===== src/hdl/sexpr_tok_pkg.sv =====
// Package for the s-expression tokenizer: beat types, lexer mode codes,
// event and error codes, and character class helpers.
// Depends on nothing; imported by sexpr_tokenizer, sexpr_tok_chk and the testbench.
`timescale 1ns / 1ps

package sexpr_tok_pkg;

  // Lexer modes, one-hot.
  typedef enum logic [4:0] {
    MODE_IDLE   = 5'b00001,
    MODE_TOKEN  = 5'b00010,
    MODE_STRING = 5'b00100,
    MODE_ESCAPE = 5'b01000,
    MODE_FAILED = 5'b10000
  } lex_mode_t;

  typedef enum logic [2:0] {
    EV_OPEN  = 3'd0,
    EV_CLOSE = 3'd1,
    EV_CHAR  = 3'd2,
    EV_END   = 3'd3,
    EV_ERROR = 3'd4,
    EV_DONE  = 3'd5
  } ev_kind_t;

  typedef enum logic [2:0] {
    ERR_NONE        = 3'd0,
    ERR_EXTRA_CLOSE = 3'd1,
    ERR_NL_IN_STR   = 3'd2,
    ERR_TRAIL_BSL   = 3'd3,
    ERR_OVERFLOW    = 3'd4,
    ERR_MISS_CLOSE  = 3'd5,
    ERR_UNFINISHED  = 3'd6,
    ERR_EARLIER     = 3'd7
  } err_code_t;

  localparam logic [7:0] CH_BSL    = 8'h5C;
  localparam logic [7:0] CH_N      = 8'h6E;
  localparam logic [7:0] CH_T      = 8'h74;
  localparam logic [7:0] CH_QUOTE  = 8'h22;
  localparam logic [7:0] CH_LPAREN = 8'h28;
  localparam logic [7:0] CH_RPAREN = 8'h29;
  localparam logic [7:0] CH_SPACE  = 8'h20;
  localparam logic [7:0] CH_TAB    = 8'h09;
  localparam logic [7:0] CH_CR     = 8'h0D;
  localparam logic [7:0] CH_LF     = 8'h0A;

  typedef struct packed {
    logic       func;
    logic [7:0] byte_in;
  } in_item_t;

  typedef struct packed {
    logic [2:0] kind;
    logic [7:0] char_out;
    logic [7:0] depth_out;
    logic       quoted;
    logic [2:0] error_code;
    logic       last;
  } out_item_t;

  // Result of handling one byte from idle mode.
  typedef struct packed {
    lex_mode_t  mode;
    logic [7:0] depth;
    logic       esc;
    logic       ev_valid;
    out_item_t  ev;
  } idle_res_t;

  function automatic logic is_space(input logic [7:0] c);
    return (c == CH_SPACE) || (c == CH_TAB) || (c == CH_CR) || (c == CH_LF);
  endfunction

  function automatic logic is_delim(input logic [7:0] c);
    return (c == CH_LPAREN) || (c == CH_RPAREN) || (c == CH_QUOTE);
  endfunction

  function automatic logic [7:0] decode(input logic [7:0] c);
    if (c == CH_N) return CH_LF;
    if (c == CH_T) return CH_TAB;
    return c;
  endfunction

  function automatic out_item_t mk_ev(input ev_kind_t k, input logic [7:0] ch,
                                      input logic [7:0] d, input logic q,
                                      input err_code_t e);
    out_item_t r;
    r.kind       = k;
    r.char_out   = ch;
    r.depth_out  = d;
    r.quoted     = q;
    r.error_code = e;
    r.last       = 1'b0;
    return r;
  endfunction

endpackage


===== src/hdl/sexpr_tokenizer.sv =====
// Top level of the s-expression tokenizer: lexer state, per-byte event
// logic and a two-slot result queue. Depends on sexpr_tok_pkg.
`timescale 1ns / 1ps

//  channel | signals                          | beat
//  --------+----------------------------------+--------------------------------
//  input   | in_valid, in_ready, in_data      | one byte or end of document
//  output  | out_valid, out_ready, out_data   | one event (0..2 per input beat)
//
// An input beat is lexed in the cycle it is accepted. One input beat per cycle
// is taken while each beat yields at most one event and the output is not
// stalled; a beat with two events holds the output port until both have left,
// and the two-slot event queue sets how far the input runs ahead.
// Reset (rst, synchronous) returns the lexer to idle at depth zero and empties
// the queue. A stalled output fills the queue and then drops in_ready.
module sexpr_tokenizer
  import sexpr_tok_pkg::*;
#(
  parameter int MAX_DEPTH = 255
) (
  input  logic      clk,
  input  logic      rst,
  input  logic      in_valid,
  output logic      in_ready,
  input  in_item_t  in_data,
  output logic      out_valid,
  input  logic      out_ready,
  output out_item_t out_data
);

  // Depth ceiling: the depth field is eight bits wide.
  localparam int DEPTH_CAP = (MAX_DEPTH < 255) ? MAX_DEPTH : 255;
  localparam logic [7:0] DEPTH_LIM = DEPTH_CAP[7:0];

  // Lexer state.
  lex_mode_t  lex_mode, lex_mode_next;
  logic [7:0] nest_depth, nest_depth_next;
  logic       esc_pend, esc_pend_next;

  // Events of the current beat.
  out_item_t  ev0, ev1;
  logic [1:0] ev_cnt;

  // Result queue: head slot drives the port, tail slot absorbs one more beat.
  logic       hv, tv, hsel;
  out_item_t  h0, h1, t0, t1;

  // Handle a byte as idle mode would: brackets, string open, token start.
  function automatic idle_res_t idle_byte(input logic [7:0] c, input logic [7:0] d);
    idle_res_t r;
    r.mode     = MODE_IDLE;
    r.depth    = d;
    r.esc      = 1'b0;
    r.ev_valid = 1'b0;
    r.ev       = mk_ev(EV_OPEN, 8'h00, d, 1'b0, ERR_NONE);
    if (is_space(c)) begin
      r.ev_valid = 1'b0;
    end else if (c == CH_LPAREN) begin
      r.ev_valid = 1'b1;
      if (d >= DEPTH_LIM) begin
        r.mode = MODE_FAILED;
        r.ev   = mk_ev(EV_ERROR, 8'h00, d, 1'b0, ERR_OVERFLOW);
      end else begin
        r.depth = d + 8'd1;
        r.ev    = mk_ev(EV_OPEN, 8'h00, d + 8'd1, 1'b0, ERR_NONE);
      end
    end else if (c == CH_RPAREN) begin
      r.ev_valid = 1'b1;
      if (d == 8'd0) begin
        r.mode = MODE_FAILED;
        r.ev   = mk_ev(EV_ERROR, 8'h00, d, 1'b0, ERR_EXTRA_CLOSE);
      end else begin
        r.depth = d - 8'd1;
        r.ev    = mk_ev(EV_CLOSE, 8'h00, d - 8'd1, 1'b0, ERR_NONE);
      end
    end else if (c == CH_QUOTE) begin
      r.mode = MODE_STRING;
    end else if (c == CH_BSL) begin
      r.mode = MODE_TOKEN;
      r.esc  = 1'b1;
    end else begin
      r.mode     = MODE_TOKEN;
      r.ev_valid = 1'b1;
      r.ev       = mk_ev(EV_CHAR, c, d, 1'b0, ERR_NONE);
    end
    return r;
  endfunction

  // Per-beat lexing: next state plus up to two events.
  always_comb begin
    logic [7:0] c;
    logic       q;
    idle_res_t  ir;
    c  = in_data.byte_in;
    q  = (lex_mode == MODE_STRING) || (lex_mode == MODE_ESCAPE);
    ir = idle_byte(c, nest_depth);
    lex_mode_next   = lex_mode;
    nest_depth_next = nest_depth;
    esc_pend_next   = esc_pend;
    ev0    = mk_ev(EV_OPEN, 8'h00, nest_depth, 1'b0, ERR_NONE);
    ev1    = ev0;
    ev_cnt = 2'd0;
    if (in_data.func) begin
      // End of document: report, then return to reset state.
      ev_cnt = 2'd1;
      if (lex_mode == MODE_FAILED)
        ev0 = mk_ev(EV_ERROR, 8'h00, nest_depth, 1'b0, ERR_EARLIER);
      else if ((lex_mode == MODE_TOKEN) || q)
        ev0 = mk_ev(EV_ERROR, 8'h00, nest_depth, q, ERR_UNFINISHED);
      else if (nest_depth != 8'd0)
        ev0 = mk_ev(EV_ERROR, 8'h00, nest_depth, 1'b0, ERR_MISS_CLOSE);
      else
        ev0 = mk_ev(EV_DONE, 8'h00, nest_depth, 1'b0, ERR_NONE);
      lex_mode_next   = MODE_IDLE;
      nest_depth_next = 8'd0;
      esc_pend_next   = 1'b0;
    end else begin
      case (lex_mode)
        MODE_TOKEN: begin
          if (esc_pend) begin
            ev_cnt = 2'd1;
            if (is_space(c) || is_delim(c)) begin
              lex_mode_next = MODE_FAILED;
              esc_pend_next = 1'b0;
              ev0 = mk_ev(EV_ERROR, 8'h00, nest_depth, 1'b0, ERR_TRAIL_BSL);
            end else begin
              esc_pend_next = 1'b0;
              ev0 = mk_ev(EV_CHAR, decode(c), nest_depth, 1'b0, ERR_NONE);
            end
          end else if (is_space(c)) begin
            lex_mode_next = MODE_IDLE;
            ev_cnt = 2'd1;
            ev0 = mk_ev(EV_END, 8'h00, nest_depth, 1'b0, ERR_NONE);
          end else if (is_delim(c)) begin
            // End the atom, then handle the delimiter as a fresh byte.
            ev0 = mk_ev(EV_END, 8'h00, nest_depth, 1'b0, ERR_NONE);
            ev1 = ir.ev;
            ev_cnt = ir.ev_valid ? 2'd2 : 2'd1;
            lex_mode_next   = ir.mode;
            nest_depth_next = ir.depth;
            esc_pend_next   = ir.esc;
          end else if (c == CH_BSL) begin
            esc_pend_next = 1'b1;
          end else begin
            ev_cnt = 2'd1;
            ev0 = mk_ev(EV_CHAR, c, nest_depth, 1'b0, ERR_NONE);
          end
        end
        MODE_STRING: begin
          if ((c == CH_CR) || (c == CH_LF)) begin
            lex_mode_next = MODE_FAILED;
            esc_pend_next = 1'b0;
            ev_cnt = 2'd1;
            ev0 = mk_ev(EV_ERROR, 8'h00, nest_depth, 1'b1, ERR_NL_IN_STR);
          end else if (c == CH_QUOTE) begin
            lex_mode_next = MODE_IDLE;
            ev_cnt = 2'd1;
            ev0 = mk_ev(EV_END, 8'h00, nest_depth, 1'b1, ERR_NONE);
          end else if (c == CH_BSL) begin
            lex_mode_next = MODE_ESCAPE;
          end else begin
            ev_cnt = 2'd1;
            ev0 = mk_ev(EV_CHAR, c, nest_depth, 1'b1, ERR_NONE);
          end
        end
        MODE_ESCAPE: begin
          ev_cnt = 2'd1;
          if ((c == CH_CR) || (c == CH_LF)) begin
            lex_mode_next = MODE_FAILED;
            esc_pend_next = 1'b0;
            ev0 = mk_ev(EV_ERROR, 8'h00, nest_depth, 1'b1, ERR_NL_IN_STR);
          end else begin
            lex_mode_next = MODE_STRING;
            ev0 = mk_ev(EV_CHAR, decode(c), nest_depth, 1'b1, ERR_NONE);
          end
        end
        MODE_FAILED: begin
          ev_cnt = 2'd0;
        end
        default: begin
          // Idle, and any stray mode code acts as idle.
          lex_mode_next   = ir.mode;
          nest_depth_next = ir.depth;
          esc_pend_next   = ir.esc;
          ev0    = ir.ev;
          ev_cnt = ir.ev_valid ? 2'd1 : 2'd0;
        end
      endcase
    end
    // Flag the final event of the beat.
    if (ev_cnt == 2'd2) ev1.last = 1'b1;
    else                ev0.last = 1'b1;
  end

  logic      in_fire, push, head_free;
  out_item_t cur;

  assign in_ready  = !tv;
  assign in_fire   = in_valid && in_ready;
  assign push      = in_fire && (ev_cnt != 2'd0);
  assign cur       = hsel ? h1 : h0;
  assign out_valid = hv;
  assign out_data  = cur;
  // Head slot frees when empty or when its final event leaves.
  assign head_free = !hv || (out_ready && cur.last);

  always_ff @(posedge clk) begin
    if (rst) begin
      lex_mode   <= MODE_IDLE;
      nest_depth <= 8'd0;
      esc_pend   <= 1'b0;
      hv         <= 1'b0;
      tv         <= 1'b0;
      hsel       <= 1'b0;
    end else begin
      if (in_fire) begin
        lex_mode   <= lex_mode_next;
        nest_depth <= nest_depth_next;
        esc_pend   <= esc_pend_next;
      end
      if (head_free) begin
        hsel <= 1'b0;
        if (tv) begin
          // Advance the tail into the head; in_ready is low, so no push.
          hv <= 1'b1;
          h0 <= t0;
          h1 <= t1;
          tv <= 1'b0;
        end else if (push) begin
          hv <= 1'b1;
          h0 <= ev0;
          h1 <= ev1;
        end else begin
          hv <= 1'b0;
        end
      end else begin
        if (out_ready) hsel <= 1'b1;
        if (push) begin
          tv <= 1'b1;
          t0 <= ev0;
          t1 <= ev1;
        end
      end
    end
  end

endmodule


===== config.mk =====
export PLATFORM = sky130hd
export DESIGN_NAME = sexpr_tokenizer
export DESIGN_NICKNAME = d
export VERILOG_FILES = /design/src/hdl/sexpr_tok_pkg.sv /design/src/hdl/sexpr_tokenizer.sv
export SDC_FILE = /design/constraint.sdc
export NUM_CORES = 1
export LEC_CHECK = 0
export BUFFER_PORTS_ARGS = -buffer_cell sky130_fd_sc_hd__buf_2
export CAP_MARGIN = 20
export CORE_MARGIN = 2
export CORE_UTILIZATION = 50
export DETAILED_ROUTE_END_ITERATION = 10
export HOLD_SLACK_MARGIN = 0.08
export PLACE_DENSITY = 0.77
export SLEW_MARGIN = 40
export SYNTH_ARGS = -nofsm -noshare
export SYNTH_HDL_FRONTEND = slang
export SYNTH_SLANG_ARGS = --single-unit

===== constraint.sdc =====
create_clock -name clk -period 13.3 [get_ports clk]
set_input_delay 1.33 -clock clk [delete_from_list [all_inputs] [get_ports clk]]
set_output_delay 1.33 -clock clk [all_outputs]
set_load 0.02 [all_outputs]

# Yosys cells after proc, flatten, opt, wreduce, memory -nomap -nowiden
# Index checks and enable logic that the tools add are counted.
# op_classes
n_addsub,2
order_cmp,1
n_eq_ne,24
muxes,103
bitwise_logic,2
n_reduce_logical,27
# ops
operator,count
two-way mux 24 bit,18
two-way mux 23 bit,5
two-way mux 8 bit,13
one-hot mux 24 bit (4 select lines),1
two-way mux 25 bit,3
two-way mux 22 bit,3
two-way mux 5 bit,12
two-way mux 1 bit,35
equality test 8 x 6 -> 1 bit (second input constant),4
two-way mux 26 bit,1
equality test 8 x 4 -> 1 bit (second input constant),3
equality test 8 x 7 -> 1 bit (second input constant),3
one-hot mux 5 bit (4 select lines),1
one-hot mux 8 bit (2 select lines),1
two-way mux 14 bit,1
two-way mux 13 bit,1
logical OR 1 bit,10
two-way mux 2 bit,5
AND reduction 5 bit,2
AND reduction 3 bit,3
adder 8 x 1 -> 8 bit (second input constant),1
greater-or-equal comparator 8 bit (second input constant),1
zero test 8 bit,1
one-hot mux 2 bit (4 select lines),1
23 further kinds,30
# word_totals
reg_bits,113
inputBits,13
output_inout_bits,26
wordCells,189

# Depth between registers and ports, before layout
# depth
word_depth,23
depth_mapped,10

# Worst setup path before layout
# Ideal clock, no wire load.
# synth_timing
path_kind,input port to flip-flop
from,input in_data[0] in the netlist's numbering
to,register t0[0] in the netlist's numbering (enable)
setup_ns,0.564
t_arrival_ns,7.058
t_required_ns,12.736
setup_slack_ns,5.678
cell_stages,7
n_path_buf,1
cell_sequence,clkbuf_1 > and4bb_2 > a21o_1 > or4_1 > nand4b_1 > nand2_1 > nor4_1
# synth_between
elab_chain_cells,15
word_cells_on_any_way,32
# synth_lines
item,line_no,source
"start, declared",sexpr_tokenizer.sv:25,"input in_item_t in_data,"
equality test 8 x 7 -> 1 bit,"sexpr_tokenizer.sv:78, sexpr_tokenizer.sv:142, sexpr_tokenizer.sv:159",
two-way mux 25 bit,sexpr_tokenizer.sv:78,end else if (c == CH_BSL) begin
two-way mux 26 bit,sexpr_tokenizer.sv:76,end else if (c == CH_QUOTE) begin
two-way mux 25 bit,sexpr_tokenizer.sv:67,end else if (c == CH_RPAREN) begin
two-way mux 25 bit,sexpr_tokenizer.sv:58,end else if (c == CH_LPAREN) begin
two-way mux 1 bit,sexpr_tokenizer.sv:56,if (is_space(c)) begin
two-way mux 2 bit,sexpr_tokenizer.sv:138,ev_cnt = ir.ev_valid ? 2'd2 : 2'd1;
two-way mux 2 bit,sexpr_tokenizer.sv:134,end else if (is_delim(c)) begin
two-way mux 2 bit,sexpr_tokenizer.sv:130,end else if (is_space(c)) begin
two-way mux 2 bit,sexpr_tokenizer.sv:120,if (esc_pend) begin
one-hot mux 2 bit (4 select lines) (*),sexpr_tokenizer.sv:118,case (lex_mode)
two-way mux 2 bit (*),sexpr_tokenizer.sv:103,if (in_data.func) begin
nonzero test 2 bit (*),sexpr_tokenizer.sv:200,assign push = in_fire && (ev_cnt != 2'd0);
logical AND 1 bit (*),sexpr_tokenizer.sv:200,
AND reduction 3 bit (no source line) (*),-,
"end signal, assigned",sexpr_tokenizer.sv:240,t0 <= ev0;
"end, declared",sexpr_tokenizer.sv:46,"out_item_t h0, h1, t0, t1;"
# Mark *: on every way between the ends. The rest lies on a longest branch, timed or not.
# A chain may end at the register's enable or synchronous reset.

# Worst setup path after layout
# layout_timing
from,input in_data[3] in the netlist's numbering
to,register h1[20] in the netlist's numbering (enable)
# layout_between
elab_chain_cells,16
word_cells_on_any_way,33
# layout_lines
item,line_no,source
equality test 8 x 7 -> 1 bit,"sexpr_tokenizer.sv:78, sexpr_tokenizer.sv:142, sexpr_tokenizer.sv:159",
two-way mux 25 bit,sexpr_tokenizer.sv:78,
two-way mux 26 bit,sexpr_tokenizer.sv:76,
two-way mux 25 bit,sexpr_tokenizer.sv:67,
two-way mux 25 bit,sexpr_tokenizer.sv:58,
two-way mux 1 bit,sexpr_tokenizer.sv:56,
two-way mux 2 bit,sexpr_tokenizer.sv:138,
two-way mux 2 bit,sexpr_tokenizer.sv:134,
two-way mux 2 bit,sexpr_tokenizer.sv:130,
two-way mux 2 bit,sexpr_tokenizer.sv:120,
one-hot mux 2 bit (4 select lines) (*),sexpr_tokenizer.sv:118,
two-way mux 2 bit (*),sexpr_tokenizer.sv:103,
nonzero test 2 bit (*),sexpr_tokenizer.sv:200,
logical AND 1 bit (*),sexpr_tokenizer.sv:200,
nonzero test 2 bit (no source line) (*),-,
AND reduction 3 bit (no source line) (*),-,
"end signal, assigned",sexpr_tokenizer.sv:227,h1 <= t1;
"end signal, assigned",sexpr_tokenizer.sv:232,h1 <= ev1;
"end, declared",sexpr_tokenizer.sv:46,
# Marks and branches as above.

==> run metrics <==
Slowest Stage Delay on Critical Path 0.54 ns; total via count after detailed routing 5161; number of primary I/O pins 39; Slew Limit Headroom 47.5%; Mapped Avg Cell Area 10.2 sq um; Hold Vio Cnt, Final 0; prevailing post-synth register cell edfxtp_1; Setup Slack @ Placement 9.23 ns; max-cap violations 0; final total negative setup slack 0 ns; number of cells upsized or downsized after cts 0; Total Wirelength 16700 um; global-route total usage across every layer 24.9%; clk slew on worst S/H paths 0.07 ns; total global routing overflow 0; setup-violating endpoint count in the final report 0; number of slew-limit violations in the final report 0; clock tree from TritonCTS done; routed vias/inst 6.29; wire length of the first global-routing pass 26000 um; vias in the first global route 4751; Site Rows 41; CTS root buf clkbuf_16; total buffers and inverters traversed by the critical path 2; post-place instance area 0.00668 sq mm; startpoint type of the worst setup path primary input; Fmax achieved 266 MHz; worst path required time 13.28 ns; total leakage power 2.45 nW; synthesis-to-finish area growth 9.18%; share of final-layout standard cells stronger than drive strength 1 19.6%; cell family with most CP delay simple AND/OR/NAND/NOR gates; result of the run finished clean; final critical-path share of the clock period 28.3%; CP Capture Type flip-flop; initial cell density of the core 51.0%; final HPWL from detailed placement 11900 um; warning count from the yosys run 0; power density cells 104 mW/mm^2; Hold Buf Count CTS 0; routed wire length per instance 20.4 um; slew at the pin closest to its max-slew limit 0.787 ns; RSZ-0062 raised after global routing false; proportion of register bits with asynchronous set or reset after synthesis 0%; Critical Path AT 3.74 ns; power after layout 0.722 mW; mapped cell area 0.00638 sq mm; first-pass detailed-route iteration total 5; crit path kind primary input to flip-flop; final setup margin 9.54 ns; die span in y 117 um; Placeable Area 0.0125 sq mm; Synth Register Bits 109; type of the tightest min-delay check flip-flop to flip-flop; source-to-sink clock delay at the later pin of the worst-skew pair 0.35 ns; Antenna diodes 0; CP max stage cell or4_1; die width 117 um; level count of the clock H-tree 3; design area 0.00696 sq mm; last weighted congestion value of the routability-driven placer 0.938; minimum setup slack among reg-to-reg paths 9.98 ns; maximum fanout along the worst path 46; number of setup buffers added after CTS 0; Clock Tree Buf Depth 2; Peak supply drop 0.0585 mV; number of standard cells after synthesis 628; die footprint 0.0137 sq mm; number of nets in the layout 659; crit-path cells buf_2 > nor2b_1 > nand3_1 > or4_1 > nand4b_1 > a21oi_1 > nor3b_2 > buf_4; number of design rule violations left after detail routing 0; synth unique cells 78; port buffer count 38; Period minus WS final 3.76 ns; post-synthesis sequential area ratio 48.6%; worst-case clock skew 0.0114 ns; antenna violations before repair 0; number of synthesized flops with an enable pin 92; total clock buffers created by CTS 9; number of sinks on the clock net 109; post-route ant nets 0; largest net degree at the start of global routing 50; violation count after the first detailed-route iteration 741
worst paths after layout:
| path | startpoint | end | depth (start not counted) |
|---|---|---|---|
| setup / recovery | in_data[3] | h1[20] | 8 |
| hold / removal | t1[17] | h1[17] | 1 |
| setup reg to reg | nest_depth[0] | h1[5] | 8 |
| hold reg to reg | t1[17] | h1[17] | 1 |
stage by stage:
step,utilization (%),hold slack [ns],instances
after floorplan,-,0.493,636
after global placement,53.3,0.505,805
after detailed placement,53.3,0.514,805
after CTS,55.6,0.531,821
after global routing,55.6,0.541,821
final,55.6,0.531,821
where the power goes:
group | total [mW] | internal, mW | switching (mW) | leakage (nW)
Sequential | 0.387 | 0.382 | 0.00512 | 0.981
Combinational | 0.0798 | 0.0267 | 0.0530 | 1.33
Clock | 0.255 | 0.129 | 0.126 | 0.132
Total | 0.722 | 0.538 | 0.184 | 2.45
final cells by class:
type                            count  area, sq um
Timing Repair Buffer               43          228
Multi-Input combinational cell    465         3080
Tap cell                          172          215
Fill cell                        1106         5550
Clock buffer                        9          225
Inverter                           16         60.1
Sequential cell                   109         3100
Clock inverter                      7         56.3
layout by cell type, fill, tap and decap left out, types with 4 or more instances in the layout:
cell type  instances
o21ai_0           19
o21ai_1           12
or4_1              4
mux2_2            42
nand3_1           17
nor2_1            55
clkbuf_16          9
nand2b_1           4
dfxtp_1           16
a22oi_1            5
a21oi_1           35
nand4_1            8
nor3_1            22
conb_1             9
a21o_1             5
or3_1              5
o211ai_1           6
nand2_1           56
a221o_1            4
buf_2             38
and2_1            12
o22ai_1            4
nor3b_1            7
xnor2_1            6
o31ai_1           17
inv_1             14
buf_4              5
edfxtp_1          92
a31oi_1            7
o41ai_1            7
nor2b_1           11
and3_1            10
routing by layer:
layer / up-vias / part of all wire (%) / global-route usage [%]
met3: 39 / 7.8 / 3.60
met4: 0 / 1.9 / 7.92
li1: 2406 / - / -
met5: - / 0 / 0
met2: 259 / 45 / 38.0
met1: 2457 / 45 / 36.6
synthesized netlist by cell type, types with 3 or more instances:
cell type / number / area, sq um
or3_1: 5 / 31.3
a21oi_1: 35 / 175
nor3_1: 22 / 110
nand2b_1: 4 / 25.0
and4_1: 3 / 26.3
dfxtp_1: 17 / 340
o21a_1: 3 / 22.5
a31oi_1: 7 / 43.8
mux2_2: 42 / 473
nor3b_1: 8 / 60.1
nand3_1: 17 / 85.1
nor2_1: 55 / 206
mux2i_1: 3 / 30.0
nor4_1: 5 / 31.3
o41ai_1: 7 / 61.3
or4b_1: 3 / 30.0
and2_1: 12 / 75.1
and3_1: 10 / 62.6
o31ai_1: 17 / 128
a211o_1: 3 / 26.3
inv_1: 14 / 52.6
edfxtp_1: 92 / 2760
o211ai_1: 6 / 45.0
buf_2: 11 / 55.1
clkbuf_1: 33 / 124
nand4_1: 8 / 50.1
a21o_1: 5 / 37.5
o21ai_0: 19 / 95.1
a31o_2: 3 / 26.3
a22oi_1: 5 / 37.5
or4_1: 4 / 30.0
nor2b_1: 11 / 68.8
and3b_1: 3 / 26.3
xnor2_1: 6 / 52.6
a221o_1: 4 / 40.0
nand2_1: 56 / 210
o21ai_1: 12 / 60.1
o22ai_1: 4 / 25.0
kinds of logic after synthesis:
logic type      count (synthesis)  synth area share (%)
other cells                     1                0.0588
compound gates                158                  17.3
fa+ha+maj                       2                 0.392
simple gates                  243                  20.7
buf+inv                        62                  4.00
flops                         109                  48.6
xor+xnor                        8                  1.10
mux                            45                  7.89
flip-flops by register name, summed over array words and instances, names as in the netlist:
| register | flops |
|---|---|
| h0 | 24 |
| tv | 1 |
| esc_pend | 1 |
| lex_mode | 5 |
| h1 | 22 |
| t1 | 22 |
| out_valid | 1 |
| t0 | 24 |
| hsel | 1 |
| nest_depth | 8 |
No activity file was read; power rests on OpenSTA's default activity.
